### src/design/lrts_pkg.sv
// Package: payload types and generator constants for the rank time scrambler.
`default_nettype none

package lrts_pkg;

  localparam int unsigned MIN_LEN   = 60;
  localparam int unsigned HOUR_LEN  = 24;

  localparam int unsigned Z_W       = 32;
  localparam int unsigned HSEED_W   = 25;
  localparam int unsigned MSEED_W   = 31;
  localparam int unsigned MULC_W    = 21;
  localparam int unsigned PROD_W    = Z_W + MULC_W;
  localparam int unsigned POS_W     = 6;

  localparam logic [Z_W-1:0]    MIN_MOD   = 32'd2147483647;
  localparam logic [MULC_W-1:0] MIN_MUL   = 21'd48271;
  localparam logic [MULC_W-1:0] HOUR_MUL  = 21'd1664525;
  localparam logic [Z_W-1:0]    HOUR_INC  = 32'd1013904223;
  localparam logic [11:0]       BASE_YEAR = 12'd2020;

  typedef struct packed {
    logic [5:0] year_offset;
    logic [3:0] month;
    logic [4:0] day;
    logic [4:0] hour_in;
    logic [5:0] minute_in;
    logic [5:0] second_in;
  } in_t;

  typedef struct packed {
    logic [4:0] hour_out;
    logic [5:0] minute_out;
    logic [5:0] second_out;
  } out_t;

endpackage

`default_nettype wire

### src/design/lrts_step.sv
// Shared generator step unit: registered multiply, then modular fold or increment.
`default_nettype none

module lrts_step (
  input  wire logic                     clk,
  input  wire logic                     load,
  input  wire logic                     sel_hour,
  input  wire logic [lrts_pkg::Z_W-1:0] z_in,
  output logic      [lrts_pkg::Z_W-1:0] z_next
);
  import lrts_pkg::*;

  logic [PROD_W-1:0] prod_r;
  logic [PROD_W-1:0] prod_nxt;
  logic [MULC_W-1:0] mul_c;
  logic [Z_W-1:0]    fold_sum;
  logic [Z_W-1:0]    min_val;
  logic [Z_W-1:0]    hour_val;

  assign mul_c    = sel_hour ? HOUR_MUL : MIN_MUL;
  assign prod_nxt = PROD_W'(z_in) * PROD_W'(mul_c);

  always_ff @(posedge clk) begin
    if (load) begin
      prod_r <= prod_nxt;
    end
  end

  // fold 2^31 == 1 mod 2^31-1
  assign fold_sum = {1'b0, prod_r[30:0]} + Z_W'(prod_r[46:31]);
  assign min_val  = (fold_sum >= MIN_MOD) ? (fold_sum - MIN_MOD) : fold_sum;
  assign hour_val = prod_r[Z_W-1:0] + HOUR_INC;
  assign z_next   = sel_hour ? hour_val : min_val;

endmodule

`default_nettype wire

### src/design/lcg_rank_time_scrambler.sv
// Top level: sequencer that ranks generator outputs to scramble hour and minute.
//
// Usage: present a date and time word on in_data with in_valid; it is taken
// when in_ready is high. in_ready is high only while the block is idle.
// Each word starts two generator sequences, one for the minute (60 outputs)
// and one for the hour (24 outputs); each is run once up to the indexed
// output and once in full to count its rank. A single step unit, shared by
// both sequences, computes each generator output; an index out of range
// skips its sequence, whose rank is then zero.
// in_ready rises in the same cycle as out_valid for the finished word, so one
// word is in flight at a time.
// The result word sits in an output register until out_ready takes it; if
// the receiver stalls, the next finished result waits in its final state
// and no further word is accepted.
// Reset (rst_n low, synchronous) returns the sequencer to idle and drops any
// pending result.
`default_nettype none

module lcg_rank_time_scrambler (
  input  wire logic           clk,
  input  wire logic           rst_n,
  input  wire logic           in_valid,
  output logic                in_ready,
  input  wire lrts_pkg::in_t  in_data,
  output logic                out_valid,
  input  wire logic           out_ready,
  output lrts_pkg::out_t      out_data
);
  import lrts_pkg::*;

  typedef enum logic [7:0] {
    S_IDLE  = 8'b0000_0001,
    S_SEED  = 8'b0000_0010,
    S_SEED2 = 8'b0000_0100,
    S_START = 8'b0000_1000,
    S_MUL   = 8'b0001_0000,
    S_FOLD  = 8'b0010_0000,
    S_CMP   = 8'b0100_0000,
    S_FIN   = 8'b1000_0000
  } state_t;

  state_t             st_r, st_nxt;
  in_t                in_r, in_nxt;
  logic [HSEED_W-1:0] hseed_r, hseed_nxt;
  logic [MSEED_W-1:0] mseed_r, mseed_nxt;
  logic [Z_W-1:0]     z_r, z_nxt;
  logic [Z_W-1:0]     tgt_r, tgt_nxt;
  logic [POS_W-1:0]   pos_r, pos_nxt;
  logic [POS_W-1:0]   cnt_r, cnt_nxt;
  logic               pass_r, pass_nxt;
  logic               hour_seq_r, hour_seq_nxt;
  logic [5:0]         min_rank_r, min_rank_nxt;
  logic [4:0]         hr_rank_r, hr_rank_nxt;
  out_t               out_r, out_nxt;
  logic               out_valid_r, out_valid_nxt;

  logic [11:0]        year;
  logic [Z_W-1:0]     seed;
  logic [POS_W-1:0]   idx;
  logic [POS_W-1:0]   last;
  logic               idx_bad;
  logic               hit;
  logic [POS_W-1:0]   cnt_inc;
  logic               step_load;
  logic [Z_W-1:0]     step_z;

  lrts_step u_step (
    .clk      (clk),
    .load     (step_load),
    .sel_hour (hour_seq_r),
    .z_in     (z_r),
    .z_next   (step_z)
  );

  assign year    = BASE_YEAR + 12'(in_r.year_offset);
  assign seed    = hour_seq_r ? Z_W'(hseed_r) : Z_W'(mseed_r);
  assign idx     = hour_seq_r ? POS_W'(in_r.hour_in) : in_r.minute_in;
  assign last    = hour_seq_r ? POS_W'(HOUR_LEN - 1) : POS_W'(MIN_LEN - 1);
  assign idx_bad = hour_seq_r ? (POS_W'(in_r.hour_in) >= POS_W'(HOUR_LEN))
                              : (in_r.minute_in >= POS_W'(MIN_LEN));
  assign hit     = (z_r < tgt_r) || ((z_r == tgt_r) && (pos_r < idx));
  assign cnt_inc = cnt_r + POS_W'(hit);

  assign in_ready  = (st_r == S_IDLE);
  assign out_valid = out_valid_r;
  assign out_data  = out_r;

  always_comb begin
    st_nxt        = st_r;
    in_nxt        = in_r;
    hseed_nxt     = hseed_r;
    mseed_nxt     = mseed_r;
    z_nxt         = z_r;
    tgt_nxt       = tgt_r;
    pos_nxt       = pos_r;
    cnt_nxt       = cnt_r;
    pass_nxt      = pass_r;
    hour_seq_nxt  = hour_seq_r;
    min_rank_nxt  = min_rank_r;
    hr_rank_nxt   = hr_rank_r;
    out_nxt       = out_r;
    out_valid_nxt = out_valid_r && !out_ready;
    step_load     = 1'b0;

    unique case (st_r)
      S_IDLE: begin
        if (in_valid) begin
          in_nxt = in_data;
          st_nxt = S_SEED;
        end
      end
      S_SEED: begin
        hseed_nxt = HSEED_W'(year) * HSEED_W'(10000)
                  + HSEED_W'(in_r.month) * HSEED_W'(100)
                  + HSEED_W'(in_r.day);
        st_nxt    = S_SEED2;
      end
      S_SEED2: begin
        mseed_nxt    = MSEED_W'(hseed_r) * MSEED_W'(100) + MSEED_W'(in_r.hour_in);
        hour_seq_nxt = 1'b0;
        st_nxt       = S_START;
      end
      S_START: begin
        if (idx_bad) begin
          if (hour_seq_r) begin
            hr_rank_nxt = '0;
            st_nxt      = S_FIN;
          end else begin
            min_rank_nxt = '0;
            hour_seq_nxt = 1'b1;
          end
        end else begin
          z_nxt    = seed;
          pass_nxt = 1'b0;
          pos_nxt  = '0;
          cnt_nxt  = '0;
          st_nxt   = S_MUL;
        end
      end
      S_MUL: begin
        step_load = 1'b1;
        st_nxt    = S_FOLD;
      end
      S_FOLD: begin
        z_nxt  = step_z;
        st_nxt = S_CMP;
      end
      S_CMP: begin
        if (!pass_r) begin
          if (pos_r == idx) begin
            tgt_nxt  = z_r;
            pass_nxt = 1'b1;
            pos_nxt  = '0;
            z_nxt    = seed;
            st_nxt   = S_MUL;
          end else begin
            pos_nxt   = pos_r + POS_W'(1);
            step_load = 1'b1;
            st_nxt    = S_FOLD;
          end
        end else begin
          cnt_nxt = cnt_inc;
          if (pos_r == last) begin
            if (hour_seq_r) begin
              hr_rank_nxt = cnt_inc[4:0];
              st_nxt      = S_FIN;
            end else begin
              min_rank_nxt = cnt_inc;
              hour_seq_nxt = 1'b1;
              st_nxt       = S_START;
            end
          end else begin
            pos_nxt   = pos_r + POS_W'(1);
            step_load = 1'b1;
            st_nxt    = S_FOLD;
          end
        end
      end
      S_FIN: begin
        if (!out_valid_r || out_ready) begin
          out_nxt.hour_out   = hr_rank_r;
          out_nxt.minute_out = min_rank_r;
          out_nxt.second_out = in_r.second_in;
          out_valid_nxt      = 1'b1;
          st_nxt             = S_IDLE;
        end
      end
      default: begin
        st_nxt = S_IDLE;
      end
    endcase
  end

  always_ff @(posedge clk) begin
    if (!rst_n) begin
      st_r        <= S_IDLE;
      out_valid_r <= 1'b0;
    end else begin
      st_r        <= st_nxt;
      out_valid_r <= out_valid_nxt;
    end
  end

  always_ff @(posedge clk) begin
    in_r       <= in_nxt;
    hseed_r    <= hseed_nxt;
    mseed_r    <= mseed_nxt;
    z_r        <= z_nxt;
    tgt_r      <= tgt_nxt;
    pos_r      <= pos_nxt;
    cnt_r      <= cnt_nxt;
    pass_r     <= pass_nxt;
    hour_seq_r <= hour_seq_nxt;
    min_rank_r <= min_rank_nxt;
    hr_rank_r  <= hr_rank_nxt;
    out_r      <= out_nxt;
  end

`ifndef SYNTHESIS
  a_out_range: assert property (@(posedge clk) disable iff (!rst_n)
    out_valid |-> (out_data.minute_out < 6'd60) && (out_data.hour_out < 5'd24))
    else $error("rank out of range");

  a_busy_after_accept: assert property (@(posedge clk) disable iff (!rst_n)
    (in_valid && in_ready) |=> !in_ready)
    else $error("accepted a word while busy");

  a_pos_bound: assert property (@(posedge clk) disable iff (!rst_n)
    (st_r == S_CMP) |-> (pos_r <= last))
    else $error("sequence index overran");

  a_cnt_bound: assert property (@(posedge clk) disable iff (!rst_n)
    ((st_r == S_CMP) && pass_r) |-> (cnt_r <= pos_r))
    else $error("rank count exceeds outputs seen");
`endif

endmodule

`default_nettype wire
### config.mk
export PLATFORM = sky130hd
export DESIGN_NAME = lcg_rank_time_scrambler
export DESIGN_NICKNAME = d
export VERILOG_FILES = /design/src/design/lrts_pkg.sv /design/src/design/lrts_step.sv /design/src/design/lcg_rank_time_scrambler.sv
export SDC_FILE = /design/constraint.sdc
export NUM_CORES = 2
export LEC_CHECK = 0
export BUFFER_PORTS_ARGS = -buffer_cell sky130_fd_sc_hd__buf_2
export CAP_MARGIN = 10
export CELL_PAD_IN_SITES_DETAIL_PLACEMENT = 1
export CELL_PAD_IN_SITES_GLOBAL_PLACEMENT = 1
export CORE_MARGIN = 4
export CORE_UTILIZATION = 45
export CTS_CLUSTER_DIAMETER = 120
export DETAILED_ROUTE_END_ITERATION = 8
export PLACE_DENSITY_LB_ADDON = 0.1
export SLEW_MARGIN = 10
export SYNTH_ARGS = -nofsm -noshare
export SYNTH_HDL_FRONTEND = slang
export SYNTH_SLANG_ARGS = --single-unit
### constraint.sdc
create_clock -name clk -period 14.6 [get_ports clk]
set_clock_uncertainty 0.15 [all_clocks]
set_input_delay 0.73 -clock clk [delete_from_list [all_inputs] [get_ports clk]]
set_output_delay 0.73 -clock clk [all_outputs]
set_load 0.005 [all_outputs]
**After elaboration in Yosys (flattened, before gate mapping)**

Index checks and enable logic that the tools add are counted.

- Add/sub/neg operators: 9
- Magnitude comparators: 5
- Multipliers: 4
- Bitwise operators: 1
- Equal/unequal tests: 25
- Reductions and logical operators: 20
- Muxes and demuxes: 53

Operator list:

| operator | number |
|---|---|
| $mux 32 | 5 |
| $pmux 32 s3 | 1 |
| $mux 6 | 13 |
| $pmux 8 s8 | 1 |
| $mux 8 | 7 |
| $mul 32x21->47 | 1 |
| $pmux 6 s2 | 3 |
| $add 31x16->32 | 1 |
| $add 32x30->32 const B | 1 |
| $eq 32x32->1 | 1 |
| $ge 32x31->1 const B | 1 |
| $lt 32x32->1 | 1 |
| $sub 32x31->32 const B | 1 |
| $add 31x5->31 | 1 |
| $mux 31 | 1 |
| $mul 25x5->29 const B | 1 |
| $add 25x11->25 | 1 |
| $add 25x5->25 | 1 |
| $mux 5 | 5 |
| $ne 2x2->1 const B | 12 |
| $mul 12x10->21 const B | 1 |
| $mux 21 | 1 |
| $add 11x6->12 const A | 1 |
| $eq 6x6->1 | 2 |
| 29 further kinds | 53 |

- Word-level logic and storage cells: 139
- Register bits after elaboration: 250
- Output and inout port bits: 19

**Depth between registers and ports, before layout**

- Depth after elaboration: 9
- Mapped depth: 29

**Modules after synthesis**

A second synthesis with hierarchy kept.

- Cells, all modules: 3,187
- Area total of the unflattened synthesis: 32,237.2 um2

By module, submodules not included:

| module | sequential area each (um2) | instances | cells each | area an instance (um2) |
|---|---|---|---|---|
| lrts_step | 1,411.4 | 1 | 1,837 | 17,663.2 |
| lcg_rank_time_scrambler | 6,005.8 | 1 | 1,350 | 14,574.0 |

**Worst setup path after synthesis**

Ideal clock, no wire load.

- Kind: register -> register
- Start point: reg hour_seq_r
- End point: reg u_step.prod_r[46] (data pin)
- Path slack: 6,826 ps
- Path buffers: 4
- Arrival: 7,364 ps
- Required time: 14,190 ps
- Period minus slack after synthesis: 7,774 ps
- Library setup time: 260 ps
- Cell stages (with the launch flop): 28
- Cell sequence: edfxtp_1 buf_1 clkbuf_1 clkbuf_1 buf_1 nor2_1 ha_1 a31oi_1 fa_1 inv_1 ha_1 fa_1 fa_1 inv_1 fa_1 fa_1 inv_1 ha_1 and3_1 and2_1 a221oi_1 and3_1 o21ai_0 a311o_1 a2111oi_0 o41ai_1 a21oi_1 xnor2_1

- Word-level cells in the longest chain between the ends: 2

RTL lines:

| what | line | text |
|---|---|---|
| from (decl) | lcg_rank_time_scrambler.sv:51 | `logic hour_seq_r, hour_seq_nxt;` |
| from (signal assigned) | lcg_rank_time_scrambler.sv:213 | `hour_seq_r <= hour_seq_nxt;` |
| $mux 21 | lrts_step.sv:20 | `assign mul_c = sel_hour ? HOUR_MUL : MIN_MUL;` |
| $mul 32x21->47 | lrts_step.sv:21 | `assign prod_nxt = PROD_W'(z_in) * PROD_W'(mul_c);` |
| named net u_step.prod_nxt[46] | lrts_step.sv:14 | `logic [PROD_W-1:0] prod_nxt;` |
| to (signal assigned) | lrts_step.sv:25 | `prod_r <= prod_nxt;` |
| to (decl) | lrts_step.sv:13 | `logic [PROD_W-1:0] prod_r;` |

The timed path passes the listed nets, and every way through them passes these cells.
A chain may end at the register's enable or synchronous reset.

**Worst setup path after layout**

- Start point: reg z_r[3]
- End point: reg u_step.prod_r[46] (data pin)

- Word-level cells in the longest chain between the ends: 1

RTL lines:

| what | line | text |
|---|---|---|
| from (decl) | lcg_rank_time_scrambler.sv:46 | `logic [Z_W-1:0] z_r, z_nxt;` |
| from (signal assigned) | lcg_rank_time_scrambler.sv:208 | `z_r <= z_nxt;` |
| $mul 32x21->47 | lrts_step.sv:21 |  |
| named net u_step.prod_nxt[46] | lrts_step.sv:14 |  |

The timed path passes the listed nets, and every way through them passes these cells.

==> metrics.md <==
| Metric | Value |
|---|---|
| Power share of the sequential group | `0.210` |
| CP Data Required Time | `14.78 ns` |
| Congestion Overflow GR | `0` |
| CP arrival | `8.63 ns` |
| Final non-filler cell total | `4204` |
| Startpoint Class | `register` |
| Status | `finished clean` |
| Max VDD drop | `167 uV` |
| Hold Buf Count CTS | `0` |
| Switching share of power | `0.445` |
| Worst Tran Pin Value | `0.990 ns` |
| RSZ-0062 raised after global routing | `no` |
| H-tree depth | `1` |
| Die X | `275 um` |
| Slew headroom | `0.333` |
| P_int | `2.60 mW` |
| Post-CTS sizing | `0` |
| Synthesized area | `0.0320 mm^2` |
| Area leader, netlist | `fa_1` |
| Synth cell count leaders | `647 x inv_1, 405 x ha_1, 395 x fa_1` |
| DP Cell Count | `4150` |
| Clock power frac | `0.159` |
| CTS max path bufs | `3` |
| Largest family of logic cells by synthesized area | `adder cells` |
| Share of cells above drive strength 1 | `0.0567` |
| Most frequent cell after synthesis | `inv_1` |
| Share of synthesized registers carrying an async set or reset | `0` |
| Num Clock Sinks | `250` |
| MaxCap Viol Count | `0` |
| Initial DRC Count | `989` |
| Via count | `23100` |
| Nets | `4076` |
| Worst-path fanout max | `14` |
| Vias in the first global route | `25600` |
| NetSw | `2.08 mW` |
| Detail Route Antenna Nets | `0` |
| Setup Total Neg Slack | `0 ns` |
| Post-Synth Adder-Cell Area | `0.405` |
| Synth top area share | `0.247` |
| Fin crit share | `0.579` |
| DRC viols | `0` |
| Die boundary height | `275 um` |
| Fin. Hold Viols | `0` |
| GPL Wtd Cong | `0.937` |
| Core ar. | `0.0703 mm^2` |
| Worst hold path type | `in -> reg` |
| Mux contribution to synthesized area | `0.00489` |
| Row cnt | `97` |
| Clock root buffer | `clkbuf_16` |
| Pwr per Cell Area | `136 mW/mm^2` |
| P_leak | `16.1 nW` |
| # setup viols final | `0` |
| Cts bufs inserted | `27` |
| DR WL/cell | `22.7 um` |
| Post-Syn Instances | `3168` |
| XOR/XNOR Fraction of Synth Area | `0.0582` |
| Worst-path clk slew | `0.07 ns` |
| Synth Area in Simple Gates | `0.105` |
| Seq cells post-synth | `250` |
| Unique masters post-synth | `99` |
| Initial Util | `0.455` |
| Layout area overhead | `7.75%` |
| Post-CTS Setup Inserts | `0` |
| Mean Syn Cell Area | `10.1 um^2` |
| Fin crit period | `8.45 ns` |
| Combinational Power Share | `0.630` |
| Ranking of synthesized cells by area | `fa_1 25%, edfxtp_1 23%, ha_1 16%, inv_1 7.6%, xnor2_1 3.6%` |
| Via density per instance | `5.51` |
| Post-Route WL | `95.5 mm` |
| Max Freq | `118 MHz` |
| First-pass GRT wire length | `148 mm` |
| Endpoint type of the worst setup path | `register` |
| EDFF count, synth | `241` |
| TritonCTS clock tree | `yes` |
| Final Max Slew Viols | `0` |
| Crit path kind | `reg -> reg` |
| Drt first pass iters | `5` |
| Die area | `0.0755 mm^2` |
| Clock Latency Late Sink | `0.58 ns` |
| Global Route Usage Sum | `0.256` |
| Hpwl dp | `79.2 mm` |
| Top_reg_cell synth | `edfxtp_1` |
| Post-synthesis compound-gate area fraction | `0.110` |
| Ports | `55` |
| Synth warn | `0` |
| Largest net degree at the start of global routing | `121` |
| Number of I/O port buffers | `54` |
| Initial antenna violation count | `4` |
| Post-synthesis sequential area ratio | `0.232` |
==> logic make-up after synthesis <==
| kind of cell | after synthesis |
|---|---|
| adders and majority gates | 800 |
| buffers and inverters | 713 |
| and+or+nand+nor | 664 |
| AOI/OAI and AO/OA | 514 |
| DFF | 250 |
| xor gates and xnor gates | 211 |
| muxes | 14 |
| other | 2 |
==> per-layer routing <==
| layer | up-vias | part of all wire | track usage |
|---|---|---|---|
| li1 | 10700 | - | - |
| met1 | 11800 | 0.41 | 0.324 |
| met2 | 463 | 0.50 | 0.450 |
| met3 | 167 | 0.042 | 0.0267 |
| met4 | 2 | 0.047 | 0.104 |
| met5 | - | 0.00015 | 0 |
==> per-stage QoR <==
stage	hold WS [ns]	util	setup WS (ns)	area (um^2)	total power, mW
final	0.173	0.491	6.15	34500	4.69
after global routing	0.153	0.491	5.71	34500	5.15
after CTS	0.140	0.491	6.12	34500	4.73
after detailed placement	0.256	0.477	6.16	33500	3.94
after global placement	0.252	0.477	6.24	33500	3.83
after floorplan	0.250	-	6.83	32100	3.27
==> cell type report <==
class,count,area [um^2]
flip-flops and latches,250,7420
inverters,647,2430
multi-input cells,2233,22000
clock inverters,16,223
repair buffers,81,485
well taps,940,1180
clock buffers,34,732
diodes,3,7.51
fillers,7817,35800
==> flip-flops by register name (all words and copies together), names as in the netlist <==
signal / flops
u_step.prod_r: 47
in_r: 32
tgt_r: 32
z_r: 32
mseed_r: 31
hseed_r: 25
out_data: 17
st_r: 8
cnt_r: 6
min_rank_r: 6
pos_r: 6
hr_rank_r: 5
hour_seq_r: 1
out_valid: 1
pass_r: 1
==> path summary, 6_finish.rpt <==
path                    start  slack, ns  cells after the start                 to
hold / removal    in_data[25]       0.17                      1           in_r[25]
setup / recovery       z_r[3]       6.15                     23  u_step.prod_r[46]
setup reg to reg       z_r[3]       6.15                     23  u_step.prod_r[46]
hold reg to reg       in_r[5]       0.27                      0        out_data[5]
==> cell usage in the layout, fill, tap and decap left out, drive strengths merged, types with 25 or more instances in the layout <==
| cell type | Yosys | final |
|---|---|---|
| nor2 | 138 | 138 |
| nor3 | 40 | 40 |
| conb | 2 | 30 |
| xor2 | 77 | 77 |
| a21oi | 141 | 141 |
| and2 | 29 | 29 |
| nand3 | 65 | 65 |
| nor2b | 25 | 25 |
| nand2 | 188 | 188 |
| and3 | 29 | 29 |
| fa | 395 | 395 |
| xnor2 | 133 | 133 |
| clkbuf | 43 | 34 |
| a21o | 62 | 62 |
| inv | 647 | 650 |
| nand4 | 26 | 26 |
| edfxtp | 241 | 241 |
| o21a | 38 | 38 |
| buf | 23 | 81 |
| ha | 405 | 405 |
| o21ai | 80 | 80 |
==> power groups by stage <==
stage | clock network, mW | logic, mW | registers [mW]
finish | 0.747 | 2.95 | 0.986
global route | 0.791 | 3.37 | 0.989
CTS | 0.766 | 2.97 | 0.987
detailed placement | 0 | 2.94 | 1.00
global placement | 0 | 2.82 | 1.00
floorplan | 0 | 2.28 | 0.983
==> critical path, cell delays in order, from the launching register on <==
cell and delay [ns]:
edfxtp_1 0.77, nor2b_1 0.51, ha_1 0.35, a31oi_1 0.23, fa_1 0.48, fa_1 0.52
inv_1 0.05, ha_1 0.31, fa_1 0.53, fa_1 0.56, inv_1 0.06, fa_1 0.55
inv_1 0.06, ha_1 0.34, and3_1 0.19, and2_1 0.18, a221oi_1 0.44, and3_1 0.21
o21ai_0 0.25, a311o_1 0.45, a2111oi_0 0.56, o41ai_1 0.17, a21oi_1 0.20, xnor2_1 0.08
No activity file was read; power rests on OpenSTA's default activity.
